--- src/hdl/dna_codeword_greedy_filter_assert.svh ---
// assertion macros shared by the filter's checking code
`ifndef DNA_CODEWORD_GREEDY_FILTER_ASSERT_SVH
`define DNA_CODEWORD_GREEDY_FILTER_ASSERT_SVH

`ifndef SYNTHESIS

`define DCGF_ASSERT_IMPLIES(label, clk, rst_n, ante, cons) \
    label: assert property (@(posedge clk) disable iff (!rst_n) (ante) |-> (cons)) \
        else $error("dcgf check failed");

`define DCGF_ASSERT_NEVER(label, clk, rst_n, cond) \
    label: assert property (@(posedge clk) disable iff (!rst_n) !(cond)) \
        else $error("dcgf check failed");

`else

`define DCGF_ASSERT_IMPLIES(label, clk, rst_n, ante, cons)

`define DCGF_ASSERT_NEVER(label, clk, rst_n, cond)

`endif

`endif

--- src/hdl/dcgf_pkg.sv ---
package dcgf_pkg;

    localparam int MAX_WORDS  = 256;
    localparam int WORD_BASES = 8;
    localparam int WORD_BITS  = 2 * WORD_BASES;
    localparam int ADDR_W     = (MAX_WORDS > 1) ? $clog2(MAX_WORDS) : 1;
    localparam int CNT_W      = $clog2(MAX_WORDS + 1);
    localparam int DIST_W     = $clog2(WORD_BASES + 1);
    localparam int CFG_W      = 4;
    localparam int CMP_W      = (DIST_W > CFG_W) ? DIST_W : CFG_W;
    localparam int SIZE_W     = 9;
    localparam int CFG_IDX_W  = 2;

    localparam logic [CFG_IDX_W-1:0] REG_GC_TARGET = 2'd0;
    localparam logic [CFG_IDX_W-1:0] REG_MIN_DIST  = 2'd1;

    localparam logic [CFG_W-1:0] GC_TARGET_RST = 4'd4;
    localparam logic [CFG_W-1:0] MIN_DIST_RST  = 4'd4;

    typedef enum logic [2:0] {
        RSN_OK      = 3'd0,
        RSN_GC      = 3'd1,
        RSN_SELF_RC = 3'd2,
        RSN_NEAR    = 3'd3,
        RSN_NEAR_RC = 3'd4,
        RSN_FULL    = 3'd5
    } rsn_t;

    typedef struct packed {
        logic [WORD_BITS-1:0] word;
        logic                 clear;
        rsn_t                 pre_rsn;
    } item_t;

    function automatic logic [WORD_BITS-1:0] rev_comp(input logic [WORD_BITS-1:0] w);
        logic [WORD_BITS-1:0] r;
        r = '0;
        for (int i = 0; i < WORD_BASES; i++)
        begin
            r[2*i +: 2] = w[2*(WORD_BASES-1-i) +: 2] ^ 2'b01;
        end
        return r;
    endfunction

    function automatic logic [DIST_W-1:0] hamming(input logic [WORD_BITS-1:0] a,
                                                  input logic [WORD_BITS-1:0] b);
        logic [DIST_W-1:0] n;
        n = '0;
        for (int i = 0; i < WORD_BASES; i++)
        begin
            if (a[2*i +: 2] != b[2*i +: 2])
            begin
                n = n + DIST_W'(1);
            end
        end
        return n;
    endfunction

    function automatic logic [DIST_W-1:0] gc_count(input logic [WORD_BITS-1:0] w);
        logic [DIST_W-1:0] n;
        n = '0;
        for (int i = 0; i < WORD_BASES; i++)
        begin
            // C and G have the upper code bit set
            if (w[2*i + 1])
            begin
                n = n + DIST_W'(1);
            end
        end
        return n;
    endfunction

    function automatic logic too_close(input logic [DIST_W-1:0] ham_dist,
                                       input logic [CFG_W-1:0]  min_dist);
        return CMP_W'(ham_dist) < CMP_W'(min_dist);
    endfunction

endpackage

--- src/hdl/dna_codeword_greedy_filter.sv ---
// channel   direction  handshake             payload
// in        input      in_valid / in_stall   candidate_word, clear_set
// out       output     out_valid / out_stall accepted, reason, set_size
// cfg       input      cfg_valid / cfg_ready cfg_index, cfg_data
//
// an item whose checks pass up front is scanned in the back end against the stored words:
// one block ram read per stored word, pipelined one per cycle
// an item rejected on c+g count or self reverse complement skips the scan and goes to the done state
// a two-entry queue parts the input from the scan, so input takes items during a scan
// reset clears the word count and config to defaults; the word store is not cleared
// a stalled result holds the next item in the done state until the result is taken
module dna_codeword_greedy_filter
(
    input  logic                              clk,
    input  logic                              rst_n,
    input  logic                              in_valid,
    output logic                              in_stall,
    input  logic [dcgf_pkg::WORD_BITS-1:0]    candidate_word,
    input  logic                              clear_set,
    output logic                              out_valid,
    input  logic                              out_stall,
    output logic                              accepted,
    output logic [2:0]                        reason,
    output logic [dcgf_pkg::SIZE_W-1:0]       set_size,
    input  logic                              cfg_valid,
    output logic                              cfg_ready,
    input  logic [dcgf_pkg::CFG_IDX_W-1:0]    cfg_index,
    input  logic [dcgf_pkg::CFG_W-1:0]        cfg_data
);

`include "dna_codeword_greedy_filter_assert.svh"

    logic [dcgf_pkg::CFG_W-1:0] gc_target_reg;
    logic [dcgf_pkg::CFG_W-1:0] gc_target_next;
    logic [dcgf_pkg::CFG_W-1:0] min_dist_reg;
    logic [dcgf_pkg::CFG_W-1:0] min_dist_next;

    logic            push_valid;
    dcgf_pkg::item_t push_item;
    logic            q_full;
    logic            pop_valid;
    dcgf_pkg::item_t pop_item;
    logic            pop_ready;

    assign cfg_ready = 1'b1;

    always_comb
    begin
        gc_target_next = gc_target_reg;
        min_dist_next  = min_dist_reg;
        if (cfg_valid && cfg_ready)
        begin
            unique case (cfg_index)
                dcgf_pkg::REG_GC_TARGET: gc_target_next = cfg_data;
                dcgf_pkg::REG_MIN_DIST:  min_dist_next  = cfg_data;
                default:                 ;
            endcase
        end
    end

    always_ff @(posedge clk or negedge rst_n)
    begin
        if (!rst_n)
        begin
            gc_target_reg <= dcgf_pkg::GC_TARGET_RST;
            min_dist_reg  <= dcgf_pkg::MIN_DIST_RST;
        end
        else
        begin
            gc_target_reg <= gc_target_next;
            min_dist_reg  <= min_dist_next;
        end
    end

    dcgf_front u_front
    (
        .in_valid       (in_valid),
        .in_stall       (in_stall),
        .candidate_word (candidate_word),
        .clear_set      (clear_set),
        .gc_target      (gc_target_reg),
        .min_distance   (min_dist_reg),
        .push_valid     (push_valid),
        .push_item      (push_item),
        .q_full         (q_full)
    );

    dcgf_queue u_queue
    (
        .clk        (clk),
        .rst_n      (rst_n),
        .push_valid (push_valid),
        .push_item  (push_item),
        .full       (q_full),
        .pop_valid  (pop_valid),
        .pop_item   (pop_item),
        .pop_ready  (pop_ready)
    );

    dcgf_back u_back
    (
        .clk          (clk),
        .rst_n        (rst_n),
        .pop_valid    (pop_valid),
        .pop_item     (pop_item),
        .pop_ready    (pop_ready),
        .min_distance (min_dist_reg),
        .out_valid    (out_valid),
        .out_stall    (out_stall),
        .accepted     (accepted),
        .reason       (reason),
        .set_size     (set_size)
    );

    // an appended word always leaves a non-empty set and an ok reason
    `DCGF_ASSERT_IMPLIES(a_acc_ok, clk, rst_n, out_valid && accepted, reason == dcgf_pkg::RSN_OK && set_size != '0)
    // a full-set rejection only happens at capacity
    `DCGF_ASSERT_IMPLIES(a_full_size, clk, rst_n, out_valid && reason == dcgf_pkg::RSN_FULL, set_size == dcgf_pkg::SIZE_W'(dcgf_pkg::MAX_WORDS))
    // the set never grows past capacity
    `DCGF_ASSERT_NEVER(a_size_cap, clk, rst_n, out_valid && set_size > dcgf_pkg::SIZE_W'(dcgf_pkg::MAX_WORDS))

endmodule

--- src/hdl/dcgf_front.sv ---
module dcgf_front
(
    input  logic                          in_valid,
    output logic                          in_stall,
    input  logic [dcgf_pkg::WORD_BITS-1:0] candidate_word,
    input  logic                          clear_set,
    input  logic [dcgf_pkg::CFG_W-1:0]    gc_target,
    input  logic [dcgf_pkg::CFG_W-1:0]    min_distance,
    output logic                          push_valid,
    output dcgf_pkg::item_t               push_item,
    input  logic                          q_full
);

    logic [dcgf_pkg::DIST_W-1:0] gc_n;
    logic [dcgf_pkg::DIST_W-1:0] self_dist;
    logic                        gc_bad;

    assign gc_n      = dcgf_pkg::gc_count(candidate_word);
    assign self_dist = dcgf_pkg::hamming(candidate_word, dcgf_pkg::rev_comp(candidate_word));
    assign gc_bad    = dcgf_pkg::CMP_W'(gc_n) != dcgf_pkg::CMP_W'(gc_target);

    always_comb
    begin
        push_item.word  = candidate_word;
        push_item.clear = clear_set;
        if (gc_bad)
        begin
            push_item.pre_rsn = dcgf_pkg::RSN_GC;
        end
        else if (dcgf_pkg::too_close(self_dist, min_distance))
        begin
            push_item.pre_rsn = dcgf_pkg::RSN_SELF_RC;
        end
        else
        begin
            push_item.pre_rsn = dcgf_pkg::RSN_OK;
        end
    end

    assign push_valid = in_valid;
    assign in_stall   = q_full;

endmodule

--- src/hdl/dcgf_queue.sv ---
module dcgf_queue
(
    input  logic            clk,
    input  logic            rst_n,
    input  logic            push_valid,
    input  dcgf_pkg::item_t push_item,
    output logic            full,
    output logic            pop_valid,
    output dcgf_pkg::item_t pop_item,
    input  logic            pop_ready
);

    dcgf_pkg::item_t entry_reg [2];
    logic            wr_ptr_reg;
    logic            wr_ptr_next;
    logic            rd_ptr_reg;
    logic            rd_ptr_next;
    logic [1:0]      fill_reg;
    logic [1:0]      fill_next;
    logic            do_push;
    logic            do_pop;

    assign full      = fill_reg == 2'd2;
    assign pop_valid = fill_reg != 2'd0;
    assign pop_item  = entry_reg[rd_ptr_reg];
    assign do_push   = push_valid && !full;
    assign do_pop    = pop_valid && pop_ready;

    always_comb
    begin
        wr_ptr_next = wr_ptr_reg ^ do_push;
        rd_ptr_next = rd_ptr_reg ^ do_pop;
        fill_next   = fill_reg + {1'b0, do_push} - {1'b0, do_pop};
    end

    always_ff @(posedge clk or negedge rst_n)
    begin
        if (!rst_n)
        begin
            wr_ptr_reg <= 1'b0;
            rd_ptr_reg <= 1'b0;
            fill_reg   <= 2'd0;
        end
        else
        begin
            wr_ptr_reg <= wr_ptr_next;
            rd_ptr_reg <= rd_ptr_next;
            fill_reg   <= fill_next;
        end
    end

    always_ff @(posedge clk)
    begin
        if (do_push)
        begin
            entry_reg[wr_ptr_reg] <= push_item;
        end
    end

endmodule

--- src/hdl/dcgf_back.sv ---
module dcgf_back
(
    input  logic                          clk,
    input  logic                          rst_n,
    input  logic                          pop_valid,
    input  dcgf_pkg::item_t               pop_item,
    output logic                          pop_ready,
    input  logic [dcgf_pkg::CFG_W-1:0]    min_distance,
    output logic                          out_valid,
    input  logic                          out_stall,
    output logic                          accepted,
    output logic [2:0]                    reason,
    output logic [dcgf_pkg::SIZE_W-1:0]   set_size
);

    typedef enum logic [2:0] {
        ST_IDLE = 3'b001,
        ST_SCAN = 3'b010,
        ST_DONE = 3'b100
    } state_t;

    state_t                         state_reg;
    state_t                         state_next;
    logic [dcgf_pkg::WORD_BITS-1:0] word_reg;
    logic [dcgf_pkg::WORD_BITS-1:0] word_next;
    dcgf_pkg::rsn_t                 rsn_reg;
    dcgf_pkg::rsn_t                 rsn_next;
    logic [dcgf_pkg::CNT_W-1:0]     count_reg;
    logic [dcgf_pkg::CNT_W-1:0]     count_next;
    logic [dcgf_pkg::CNT_W-1:0]     issue_reg;
    logic [dcgf_pkg::CNT_W-1:0]     issue_next;
    logic                           pend_reg;
    logic                           pend_next;
    logic [dcgf_pkg::WORD_BITS-1:0] rd_data_reg;
    logic                           out_valid_reg;
    logic                           out_valid_next;
    logic                           out_acc_reg;
    logic                           out_acc_next;
    dcgf_pkg::rsn_t                 out_rsn_reg;
    dcgf_pkg::rsn_t                 out_rsn_next;
    logic [dcgf_pkg::CNT_W-1:0]     out_size_reg;
    logic [dcgf_pkg::CNT_W-1:0]     out_size_next;

    logic [dcgf_pkg::WORD_BITS-1:0] mem [dcgf_pkg::MAX_WORDS];

    logic                           rd_en;
    logic                           wr_en;
    logic                           out_free;
    logic                           near;
    logic                           near_rc;
    logic [dcgf_pkg::CNT_W-1:0]     pop_count;
    dcgf_pkg::rsn_t                 final_rsn;

    assign out_free  = !out_valid_reg || !out_stall;
    assign pop_ready = state_reg == ST_IDLE;
    assign pop_count = pop_item.clear ? '0 : count_reg;
    assign rd_en     = (state_reg == ST_SCAN) && (issue_reg < count_reg);
    assign near      = dcgf_pkg::too_close(dcgf_pkg::hamming(word_reg, rd_data_reg),
                                           min_distance);
    assign near_rc   = dcgf_pkg::too_close(
                           dcgf_pkg::hamming(word_reg, dcgf_pkg::rev_comp(rd_data_reg)),
                           min_distance);
    assign final_rsn = (rsn_reg == dcgf_pkg::RSN_OK &&
                        count_reg == dcgf_pkg::CNT_W'(dcgf_pkg::MAX_WORDS))
                       ? dcgf_pkg::RSN_FULL : rsn_reg;

    always_comb
    begin
        state_next     = state_reg;
        word_next      = word_reg;
        rsn_next       = rsn_reg;
        count_next     = count_reg;
        issue_next     = issue_reg;
        pend_next      = 1'b0;
        wr_en          = 1'b0;
        out_valid_next = out_valid_reg && out_stall;
        out_acc_next   = out_acc_reg;
        out_rsn_next   = out_rsn_reg;
        out_size_next  = out_size_reg;
        unique case (state_reg)
            ST_IDLE:
            begin
                if (pop_valid)
                begin
                    word_next  = pop_item.word;
                    rsn_next   = pop_item.pre_rsn;
                    count_next = pop_count;
                    issue_next = '0;
                    if (pop_item.pre_rsn != dcgf_pkg::RSN_OK || pop_count == '0)
                    begin
                        state_next = ST_DONE;
                    end
                    else
                    begin
                        state_next = ST_SCAN;
                    end
                end
            end
            ST_SCAN:
            begin
                // one read issued per cycle, the previous read checked alongside
                pend_next = rd_en;
                if (rd_en)
                begin
                    issue_next = issue_reg + dcgf_pkg::CNT_W'(1);
                end
                if (pend_reg && near)
                begin
                    rsn_next   = dcgf_pkg::RSN_NEAR;
                    state_next = ST_DONE;
                end
                else if (pend_reg && near_rc)
                begin
                    rsn_next   = dcgf_pkg::RSN_NEAR_RC;
                    state_next = ST_DONE;
                end
                else if (!rd_en)
                begin
                    state_next = ST_DONE;
                end
            end
            ST_DONE:
            begin
                if (out_free)
                begin
                    out_valid_next = 1'b1;
                    out_rsn_next   = final_rsn;
                    out_acc_next   = final_rsn == dcgf_pkg::RSN_OK;
                    if (final_rsn == dcgf_pkg::RSN_OK)
                    begin
                        wr_en      = 1'b1;
                        count_next = count_reg + dcgf_pkg::CNT_W'(1);
                    end
                    out_size_next = (final_rsn == dcgf_pkg::RSN_OK)
                                    ? count_reg + dcgf_pkg::CNT_W'(1) : count_reg;
                    state_next    = ST_IDLE;
                end
            end
            default:
            begin
                state_next = ST_IDLE;
            end
        endcase
    end

    always_ff @(posedge clk or negedge rst_n)
    begin
        if (!rst_n)
        begin
            state_reg     <= ST_IDLE;
            count_reg     <= '0;
            issue_reg     <= '0;
            pend_reg      <= 1'b0;
            out_valid_reg <= 1'b0;
            rsn_reg       <= dcgf_pkg::RSN_OK;
        end
        else
        begin
            state_reg     <= state_next;
            count_reg     <= count_next;
            issue_reg     <= issue_next;
            pend_reg      <= pend_next;
            out_valid_reg <= out_valid_next;
            rsn_reg       <= rsn_next;
        end
    end

    always_ff @(posedge clk)
    begin
        word_reg     <= word_next;
        out_acc_reg  <= out_acc_next;
        out_rsn_reg  <= out_rsn_next;
        out_size_reg <= out_size_next;
    end

    always_ff @(posedge clk)
    begin
        if (wr_en)
        begin
            mem[count_reg[dcgf_pkg::ADDR_W-1:0]] <= word_reg;
        end
        if (rd_en)
        begin
            rd_data_reg <= mem[issue_reg[dcgf_pkg::ADDR_W-1:0]];
        end
    end

    assign out_valid = out_valid_reg;
    assign accepted  = out_acc_reg;
    assign reason    = out_rsn_reg;
    assign set_size  = dcgf_pkg::SIZE_W'(out_size_reg);

endmodule
--- config.mk ---
export PLATFORM = sky130hd
export DESIGN_NAME = dna_codeword_greedy_filter
export DESIGN_NICKNAME = d
export VERILOG_FILES = /design/src/hdl/dcgf_pkg.sv /design/src/hdl/dna_codeword_greedy_filter.sv /design/src/hdl/dcgf_front.sv /design/src/hdl/dcgf_queue.sv /design/src/hdl/dcgf_back.sv
export VERILOG_INCLUDE_DIRS = /design/src /design/src/hdl
export SDC_FILE = /design/constraint.sdc
export NUM_CORES = 2
export LEC_CHECK = 0
export BUFFER_PORTS_ARGS = -buffer_cell sky130_fd_sc_hd__buf_2
export CAP_MARGIN = 20
export CELL_PAD_IN_SITES_DETAIL_PLACEMENT = 0
export CELL_PAD_IN_SITES_GLOBAL_PLACEMENT = 1
export CORE_UTILIZATION = 50
export DETAILED_ROUTE_END_ITERATION = 12
export PLACE_DENSITY = 0.71
export RECOVER_POWER = 25
export SYNTH_ARGS = -nofsm -noshare
export SYNTH_HDL_FRONTEND = slang
export SYNTH_HIERARCHICAL = 1
export SYNTH_MEMORY_MAX_BITS = 65536
export SYNTH_SLANG_ARGS = --single-unit
--- constraint.sdc ---
create_clock -name clk -period 22.3 [get_ports clk]
set_input_delay 1.115 -clock clk [delete_from_list [all_inputs] [get_ports clk]]
set_output_delay 1.115 -clock clk [all_outputs]
set_load 0.01 [all_outputs]
==> results.json <==
{
  "syn-cell-area_sq_um": 164000,
  "first_global_vias": 77100,
  "setup_viol": 0,
  "hold_buffers": 0,
  "rows": 210,
  "drc": 0,
  "synth_compound_area_frac": 0.00641,
  "die_x_microns": 576,
  "grt_pass1_wl_microns": 589000,
  "drive_above_1_share": 0.315,
  "route.met3.wl_microns": 43300,
  "grt_overflow": 0,
  "h-tree-depth": 5,
  "io_buffers": 42,
  "p_leak_nw": 55.7,
  "synthDominantCellAreaShare": 0.763,
  "grt_max_degree": 258,
  "multi_input_comb_area_sq_um": 36200,
  "status": "finished, violations left",
  "synth_area_leaders": "edfxtp_1 76%, mux4_2 19%, nor2_1 0.67%, dfrtp_1 0.53%, clkbuf_1 0.45%",
  "grt_usage": 0.253,
  "worstPathRequired_ns": 23.13,
  "worstSetupEndpointType": "register",
  "yosysWarningCount": 6,
  "vias": 77200,
  "worst-setup-path-type": "register to register",
  "totalWireLength_microns": 416000,
  "first_pass_iters": 6,
  "syn_to_final_growth_pct": 12.6,
  "yosys.area_share.xor_xnor": 0.00618,
  "tritoncts": "done",
  "ir_drop_mv": 0.117,
  "drt_iter0_markers": 10500,
  "synth_mux_area_frac": 0.188,
  "synth_cells": 6878,
  "ys_types": 89,
  "met2_length_microns": 196000,
  "async_flop_share": 0.00901,
  "post_drt_wl_per_cell_microns": 34.5,
  "die_y_microns": 576,
  "synthTopCellsByCount": "4181 x edfxtp_1, 1353 x mux4_2, 293 x nor2_1",
  "viasPerCell": 6.40,
  "finClkSkew_ns": 0.0528,
  "synth_fp_nets": 6957,
  "synth_seq_area_share": 0.769,
  "fillers": 23500,
  "place_hpwl_microns": 238000,
  "cts_setup_buffers": 0,
  "avgSynthCellArea_sq_um": 23.9,
  "synth_edf_count": 4181,
  "synth_top_family_by_area": "multiplexers",
  "ant_nets": 0,
  "worstSetupStartpointType": "register",
  "rsz0062_at_grt": "no",
  "finalWorstSetupSlack_ns": 8.41,
  "largest_reg_flops": 4096,
  "tns_ns": 0,
  "clockBufferDepth": 4,
  "worstSkewPairLatency_ns": 0.98,
  "synth-adder-area-share": 0.00388,
  "synthFlopType": "edfxtp_1",
  "synth_seq_cells": 4219,
  "synthSimpleGateAreaFrac": 0.0145,
  "synth.most_common_cell": "edfxtp_1",
  "violations": "max-capacitance violations, max-slew violations",
  "power_density_nw_per_um2": 106,
  "seqCellArea_sq_um": 127000,
  "core_sq_um": 327000,
  "clkTransAtPathRegs_ns": 0.06,
  "start_util": 0.503,
  "cts_resized": 0,
  "path_max_fanout": 182,
  "worst_pin_slew_ns": 11.65,
  "fin_crit_ns": 13.89,
  "top_layer_used": "met5",
  "wl_met1_microns": 164000,
  "holdCritPathClass": "primary input to register",
  "place.gp.congestion": 0.829,
  "dieArea_sq_um": 331000,
  "io_pins": 44,
  "crit_arrival_ns": 14.72,
  "fmax_mhz": 72.0,
  "cts_buffers": 416,
  "antenna_found_initial": 27,
  "post-route-period-util": 0.623,
  "fin_nets": 7427,
  "hold_viol_final": 0,
  "slew_viol_final": 2491,
  "dpl_worst_slack_ns": 14.52,
  "cap_violations": 25,
  "clock_sinks": 4219,
  "slew_headroom": -6.76,
  "yosysTopAreaCell": "edfxtp_1",
  "cts_root_buf": "clkbuf_16"
}
==> path summary, 6_finish.rpt <==
kind                                           from             endpoint  slack [ns]  cells after the start
worst max-delay path             u_back/word_reg[7]    u_back/rsn_reg[0]        8.41                     20
worst min-delay path                      out_stall     u_back/out_valid        0.43                      3
worst max register to register   u_back/word_reg[7]    u_back/rsn_reg[0]        8.41                     20
worst min register to register  u_back/count_reg[8]  u_back/count_reg[8]        0.53                      1
max in group asynchronous                     rst_n  u_back/issue_reg[5]       19.82                      1
min in group asynchronous                     rst_n  u_back/issue_reg[6]        0.84                      1
==> logic make-up after synthesis <==
family                     Yosys count
and+or+nand+nor                    540
DFF                               4219
xor gates and xnor gates           102
adders and majority gates           51
buffers and inverters              423
AOI/OAI and AO/OA                  150
other                                2
muxes                             1391
==> per-stage QoR <==
stage	instance area, sq um	total power, W	hold WS, ns	utilization	cells
after floorplan	164000	0.0117	0.473	-	6878
after global placement	172000	0.0124	0.502	0.525	11300
after detailed placement	172000	0.0125	0.510	0.525	11300
after CTS	185000	0.0194	0.252	0.566	12000
after global routing	185000	0.0202	0.380	0.566	12000
final	185000	0.0195	0.427	0.566	12100
==> layout by cell type (no fill, tap or decap), types with 15 or more instances in the layout <==
cell type	count
nor2_1	261
buf_2	23
clkinv_1	95
clkbuf_16	423
mux4_2	1353
o21ai_0	25
clkinv_2	87
xnor2_1	57
xor2_1	34
nand2_1	96
bufinv_16	47
nand3_1	34
clkinvlp_4	15
dfrtp_1	29
a21oi_1	29
clkbuf_1	121
nor2_2	31
buf_4	340
inv_1	45
ha_1	51
edfxtp_1	4181
==> per-layer routing <==
| layer | vias up | track usage |
|---|---|---|
| met4 | 10 | 0.0663 |
| met1 | 42000 | 0.370 |
| li1 | 30500 | - |
| met5 | - | 0 |
| met2 | 4076 | 0.393 |
| met3 | 582 | 0.0515 |
==> power by group <==
group	leakage (nW)	total [W]	switching, W	internal (W)
Clock	6.66	0.00701	0.00298	0.00403
Sequential	38.1	0.0101	0.0000379	0.0101
Combinational	11.0	0.00239	0.00186	0.000529
==> worst max-delay path, stage by stage (launching register included) <==
cell and delay (ns):
edfxtp_1 0.31, clkbuf_1 2.48, clkbuf_1 5.90, xnor2_1 0.46, nand2_1 0.45, xnor3_2 0.42, or3_1 0.44, a21oi_1 0.26
nor2_1 0.11, ha_1 0.30, mux2_2 0.29, ha_1 0.18, nand2_1 0.07, xnor2_1 0.13, xnor2_1 0.14, ha_1 0.26
a21oi_1 0.24, and4_1 0.22, o311ai_1 0.14, o21a_1 0.24, a221o_1 0.31
==> cell type report <==
type	count	area share
sequential	4219	0.684
multi-input combinational	2236	0.195
clock buffer	498	0.0588
tap	4346	0.0294
timing repair buffer	426	0.0170
clock inverter	272	0.0148
inverter	49	0.00102
antenna	11	0.000149
Power figures use the tool's default switching activity.
